File: src/hw/rtl/hs3d_pkg.sv
// shared types and constants of the 3d heat stencil core
// no dependencies
package hs3d_pkg;

  localparam int unsigned GRID_X    = 16;
  localparam int unsigned GRID_Y    = 16;
  localparam int unsigned GRID_Z    = 8;
  localparam int unsigned CELLS     = GRID_X * GRID_Y * GRID_Z;
  localparam int unsigned ADDR_W    = $clog2(CELLS);
  localparam int unsigned POS_X_W   = 4;
  localparam int unsigned POS_Y_W   = 4;
  localparam int unsigned POS_Z_W   = 3;
  localparam int unsigned DATA_W    = 32;
  localparam int unsigned COEF_W    = 16;
  localparam int unsigned DIFF_W    = 35;
  localparam int unsigned ACC_W     = 40;
  localparam int unsigned CFG_IDX_W = 3;
  localparam int unsigned STEP_W    = 3;

  typedef enum logic [CFG_IDX_W-1:0] {
    REG_COEF_X       = 3'd0,
    REG_COEF_Y       = 3'd1,
    REG_COEF_Z       = 3'd2,
    REG_CONV_GAIN_X  = 3'd3,
    REG_CONV_GAIN_Z  = 3'd4,
    REG_COOL_FACE    = 3'd5,
    REG_COOLANT_TEMP = 3'd6,
    REG_SOURCE_GAIN  = 3'd7
  } cfg_reg_e;

  typedef enum logic [1:0] {
    FACE_NONE = 2'd0,
    FACE_X    = 2'd1,
    FACE_Z    = 2'd2
  } cool_face_e;

  typedef enum logic {
    ACT_LOAD    = 1'b0,
    ACT_COMPUTE = 1'b1
  } action_e;

  typedef enum logic [1:0] {
    RD_CENTER = 2'd0,
    RD_X      = 2'd1,
    RD_Y      = 2'd2,
    RD_Z      = 2'd3
  } rd_sel_e;

  typedef enum logic [1:0] {
    AXIS_X = 2'd0,
    AXIS_Y = 2'd1,
    AXIS_Z = 2'd2
  } axis_e;

  typedef enum logic [2:0] {
    MUL_SRC  = 3'd0,
    MUL_X    = 3'd1,
    MUL_Y    = 3'd2,
    MUL_Z    = 3'd3,
    MUL_CONV = 3'd4
  } mul_sel_e;

  typedef struct packed {
    logic                      action;
    logic [POS_X_W-1:0]        pos_x;
    logic [POS_Y_W-1:0]        pos_y;
    logic [POS_Z_W-1:0]        pos_z;
    logic signed [DATA_W-1:0]  temp_in;
    logic signed [DATA_W-1:0]  heat_in;
  } in_item_t;

  typedef struct packed {
    logic signed [DATA_W-1:0]  temp_next;
    logic                      is_update;
  } out_item_t;

  typedef struct packed {
    logic     capture;
    logic     load_wr;
    rd_sel_e  rd_sel;
    logic     ld_center;
    logic     ld_diff;
    axis_e    diff_axis;
    mul_sel_e mul_sel;
    logic     acc_en;
    logic     out_load;
    logic     out_result;
    logic     out_update;
  } cmd_t;

  typedef struct packed {
    logic item_compute;
    logic item_inside;
  } status_t;

endpackage

File: src/hw/rtl/hs3d_ctrl.sv
// controller: accepts items, sequences the stencil reads and multiplies,
// owns the result valid flag; depends on hs3d_pkg
module hs3d_ctrl import hs3d_pkg::*; (
  input  logic    clk_i,
  input  logic    rst_ni,
  input  logic    in_valid_i,
  output logic    in_ready_o,
  output logic    out_valid_o,
  input  logic    out_ready_i,
  input  status_t status_i,
  output cmd_t    cmd_o
);

  typedef enum logic [2:0] {
    ST_IDLE = 3'b001,
    ST_RUN  = 3'b010,
    ST_DONE = 3'b100
  } state_e;

  state_e              state_q, state_d;
  logic [STEP_W-1:0]   step_q, step_d;
  logic                out_vld_q, out_vld_d;
  logic                slot_free, accept;

  assign slot_free  = !out_vld_q || out_ready_i;
  assign in_ready_o = (state_q == ST_IDLE) && slot_free;
  assign accept     = in_valid_i && in_ready_o;
  assign out_valid_o = out_vld_q;

  always_comb begin
    state_d   = state_q;
    step_d    = step_q;
    out_vld_d = out_vld_q && !out_ready_i;
    cmd_o     = '0;
    cmd_o.rd_sel    = RD_CENTER;
    cmd_o.diff_axis = AXIS_X;
    cmd_o.mul_sel   = MUL_SRC;
    unique case (state_q)
      ST_IDLE: begin
        if (accept) begin
          cmd_o.capture = 1'b1;
          if (status_i.item_compute && status_i.item_inside) begin
            state_d = ST_RUN;
            step_d  = '0;
          end else begin
            // loads and out-of-grid computes answer at once with zero
            cmd_o.load_wr    = !status_i.item_compute && status_i.item_inside;
            cmd_o.out_load   = 1'b1;
            cmd_o.out_update = status_i.item_compute;
            out_vld_d        = 1'b1;
          end
        end
      end
      ST_RUN: begin
        step_d = step_q + 1'b1;
        unique case (step_q)
          3'd0: cmd_o.rd_sel = RD_CENTER;
          3'd1: begin
            cmd_o.rd_sel    = RD_X;
            cmd_o.ld_center = 1'b1;
          end
          3'd2: begin
            cmd_o.rd_sel    = RD_Y;
            cmd_o.ld_diff   = 1'b1;
            cmd_o.diff_axis = AXIS_X;
            cmd_o.mul_sel   = MUL_SRC;
          end
          3'd3: begin
            cmd_o.rd_sel    = RD_Z;
            cmd_o.ld_diff   = 1'b1;
            cmd_o.diff_axis = AXIS_Y;
            cmd_o.mul_sel   = MUL_X;
            cmd_o.acc_en    = 1'b1;
          end
          3'd4: begin
            cmd_o.ld_diff   = 1'b1;
            cmd_o.diff_axis = AXIS_Z;
            cmd_o.mul_sel   = MUL_Y;
            cmd_o.acc_en    = 1'b1;
          end
          3'd5: begin
            cmd_o.mul_sel = MUL_Z;
            cmd_o.acc_en  = 1'b1;
          end
          3'd6: begin
            cmd_o.mul_sel = MUL_CONV;
            cmd_o.acc_en  = 1'b1;
          end
          default: begin
            cmd_o.acc_en = 1'b1;
            state_d      = ST_DONE;
          end
        endcase
      end
      default: begin
        if (slot_free) begin
          cmd_o.out_load   = 1'b1;
          cmd_o.out_result = 1'b1;
          cmd_o.out_update = 1'b1;
          out_vld_d        = 1'b1;
          state_d          = ST_IDLE;
        end
      end
    endcase
  end

  always_ff @(posedge clk_i or negedge rst_ni) begin
    if (!rst_ni) begin
      state_q   <= ST_IDLE;
      step_q    <= '0;
      out_vld_q <= 1'b0;
    end else begin
      state_q   <= state_d;
      step_q    <= step_d;
      out_vld_q <= out_vld_d;
    end
  end

endmodule

File: config.mk
export PLATFORM = sky130hd
export DESIGN_NAME = hs3d_ctrl
export DESIGN_NICKNAME = d
export VERILOG_FILES = /design/src/hw/rtl/hs3d_pkg.sv /design/src/hw/rtl/hs3d_ctrl.sv
export SDC_FILE = /design/constraint.sdc
export NUM_CORES = 1
export LEC_CHECK = 0
export BUFFER_PORTS_ARGS = -buffer_cell sky130_fd_sc_hd__clkbuf_2
export CORE_AREA = 2 2 41 43
export DETAILED_ROUTE_END_ITERATION = 16
export DIE_AREA = 0 0 43 45
export PLACE_DENSITY = 0.69
export SYNTH_ARGS = -nofsm -noshare
export SYNTH_HDL_FRONTEND = slang
export SYNTH_SLANG_ARGS = --single-unit
File: constraint.sdc
create_clock -name clk_i -period 1.7 [get_ports clk_i]
set_clock_uncertainty 0.15 [all_clocks]
set_input_delay 0.255 -clock clk_i [delete_from_list [all_inputs] [get_ports clk_i]]
set_output_delay 0.255 -clock clk_i [all_outputs]
set_load 0.03 [all_outputs]
==> flow_metrics.py <==
metrics = {
    "outcome": {
        "status": "finished with violations",
        "violations": "negative setup slack",
    },
    "synth": {
        "synth_commonest_cells": "6 x dfrtp_1, 6 x inv_1, 5 x a21oi_1, 5 x ha_1, 5 x nor2_1",
        "synth_top_area_cell": "dfrtp_1",
        "yosysTopAreaCellShare": 0.2667,
        "ys_seq_elements": 7,
        "avgSynthCellArea_um2": 8.160,
        "synthTopCellsByArea": "dfrtp_1 27%, ha_1 11%, dfstp_2 4.7%, a21oi_1 4.4%, and3_1 4.4%",
        "synthCells": 69,
        "syn-num-nets": 80,
        "ys_warn_count": 0,
        "asyncSetResetFlopFracSynth": 1.000,
        "ys_seq_area_frac": 0.3133,
        "synth_area_um2": 563.0,
        "synth_edf_count": 0,
        "synth_cell_types": 29,
        "synth_ff_type": "dfrtp_1",
    },
    "floorplan": {
        "row_count": 14,
        "die-area_mm2": 0.001935,
        "io_pins": 23,
        "die_w_um": 43,
        "core-area_mm2": 0.001471,
        "start_util": 0.3827,
        "dieHeight_um": 45,
    },
    "finish": {
        "fill_cells": 60,
        "n_antenna_cell": 0,
        "drive_gt1_frac": 0.7258,
        "nNetsFinal": 136,
        "fin_area_mm2": 0.001301,
        "syn2layout_area_growth_pct": 131.1,
        "final_util": 0.8844,
    },
    "cts": {
        "cts_tree": "done",
        "clock-sinks": 7,
        "cts_root_buf": "clkbuf_4",
        "path_clk_slew_ns": 0.06,
        "h-tree-depth": 1,
        "cts_buffers": 3,
        "worst_skew_pair.late_latency_ns": 0.27,
        "cts_buffer_depth": 2,
    },
    "placement": {
        "dp_hpwl_um": 1227,
        "postPlaceCellArea_um2": 937.1,
        "globalplace.congestion": 0.7599,
        "numPortBuffers": 22,
    },
    "routing": {
        "drt_wl_total_um": 2536,
        "drc": 0,
        "wl_per_cell_um": 18.11,
        "drt_pass1_iterations": 4,
        "viasPerCell": 5.657,
        "antenna_left": 0,
        "vias": 792,
        "drtIter0Drc": 37,
    },
    "timing": {
        "layout_min_cycle_time_ns": 2.140,
        "worst_pin_slew_ns": 0.3570,
        "fmax_ghz": 0.4673,
        "fin_setup_tns_ns": -4.702,
        "finalSetupViolations": 17,
        "slew_violations": 0,
        "period_share": 1.259,
        "grt_setup_unrepaired": "yes",
        "setup_slack_ns": -0.4397,
        "timing.hold.ws_ns": 0.2062,
        "timing.final.hold_violations": 0,
        "slew_headroom": 0.7599,
    },
    "global_routing": {
        "antenna_found_initial": 0,
        "grt_usage": 0.2284,
        "grt_pass1_wl_um": 3160,
        "grt_max_degree": 9,
        "grt_pass1_vias": 698,
        "grt.overflow.total": 0,
    },
    "power": {
        "switching_share": 0.4170,
        "power_switching_mw": 0.5052,
        "internal_power_mw": 0.7064,
        "combinationalPowerShare": 0.666,
        "clkPwrFrac": 0.133,
        "vdd_ir_drop_max_mv": 0.9365,
        "total_leakage_power_nw": 0.5652,
        "finalPower_mw": 1.212,
        "seq_power_share": 0.201,
        "p_per_area_mw_per_mm2": 931.1,
    },
    "hold_path": {
        "min_path_type": "input pin to asynchronous set/reset pin",
    },
    "worst_setup_path": {
        "worstPathCellList": "nand3b_1 > or3_4 > o32ai_4 > clkbuf_8",
        "crit_type": "flop to output port",
        "crit_buf_inv": 1,
        "crit_family": "flip-flops",
        "startpoint_type": "flop",
        "arrival_ns": 1.73,
        "critPathMaxFanout": 3,
        "cp.required_ns": 1.29,
        "crit_slowest_cell": "dfstp_2",
        "cp-end-kind": "output port",
        "cp_slowest_stage_delay_ns": 0.54,
    },
    "flow_run": {
        "max_cap_viol_count": 0,
    },
}
worst paths after layout:
check,from,endpoint,slack (ns),depth (start not counted)
max,state_q[0],cmd_o[0],-0.44,4
min,rst_ni,state_q[1],0.21,2
max reg2reg,state_q[0],step_q[2],-0.08,7
min reg2reg,state_q[0],state_q[0],0.53,2
max in group asynchronous,rst_ni,state_q[0],0.96,2
min in group clk_i,status_i[1],state_q[0],0.23,3
cells in the final DEF (no fill, tap or decap), types with 2 or more instances in the layout:
master and count:
inv_2 2, or3_4 2, nor3_4 4, buf_4 30, and3_4 3, a21oi_1 2, ha_2 2, clkbuf_2 6
dfrtp_1 4, nor4_2 2, nand2_1 4, dfrtp_2 2, buf_8 8, buf_6 2, nor2_1 2, nor2_4 3
ha_4 2, a21oi_4 2, clkbuf_4 3, o22ai_1 2, clkbuf_8 6, nand2b_1 2, inv_1 3
sequential cells by signal, indices dropped and copies added, names as in the netlist:
signal	flops
state_q	3
step_q	3
out_valid_o	1
routing by layer:
layer / wire, um / track usage / part of all wire
met1: 965 / 0.2588 / 0.38
met2: 1327 / 0.4121 / 0.52
met3: 185 / 0.05600 / 0.073
met4: 57 / 0.09697 / 0.022
met5: 0 / 0 / 0
worst register-to-register path, stage by stage (launching register included):
cell     delay [ns]
dfstp_2        0.37
buf_4          0.15
or3b_4         0.41
buf_6          0.16
buf_4          0.12
buf_4          0.13
nand2_1        0.08
o22ai_1        0.08
power by group through the flow:
stage / sequential, mW / combinational, mW / clock, mW
global route: 0.246 / 0.856 / 0.177
global placement: 0.240 / 0.562 / 0
detailed placement: 0.241 / 0.571 / 0
CTS: 0.238 / 0.732 / 0.158
floorplan: 0.245 / 0.320 / 0
finish: 0.244 / 0.806 / 0.161
cell families (layout without fill, tap and decap cells):
family | count (synthesis) | in the layout | share of synthesized area
buffers and inverters | 8 | 63 | 0.05778
flip-flops | 7 | 7 | 0.3133
AO/OA/AOI/OAI | 16 | 16 | 0.1800
AND/OR/NAND/NOR | 32 | 32 | 0.3200
multiplexers | 1 | 1 | 0.01778
adder cells (fa/ha/maj) | 5 | 5 | 0.1111
repair_timing:
action | in CTS | in global routing
gates resized for setup | 47 | 19
setup buffers | 8 | 1
endpoints found under the setup margin | 17 | 19
hold endpoints to repair | 7 | 0
pin swaps | 12 | 5
hold buffers | 1 | 0
through the flow:
stage          instances  worst slack [ns]
2_1_floorplan         69           -0.1592
5_1_grt              140           -0.4811
6_report             140           -0.4397
4_1_cts              139           -0.4184
3_3_place_gp         126           -0.1489
3_5_place_dp         126           -0.1833
cell type report:
cell class | count | area [um2] | area share
well taps | 16 | 20.02 | 0.01538
inverters | 6 | 25.02 | 0.01923
repair buffers | 53 | 490.5 | 0.3769
multi-input cells | 54 | 560.5 | 0.4308
clock buffers | 4 | 26.28 | 0.02019
flip-flops and latches | 7 | 178.9 | 0.1375
Note: power is estimated with default switching activity, not from simulation.
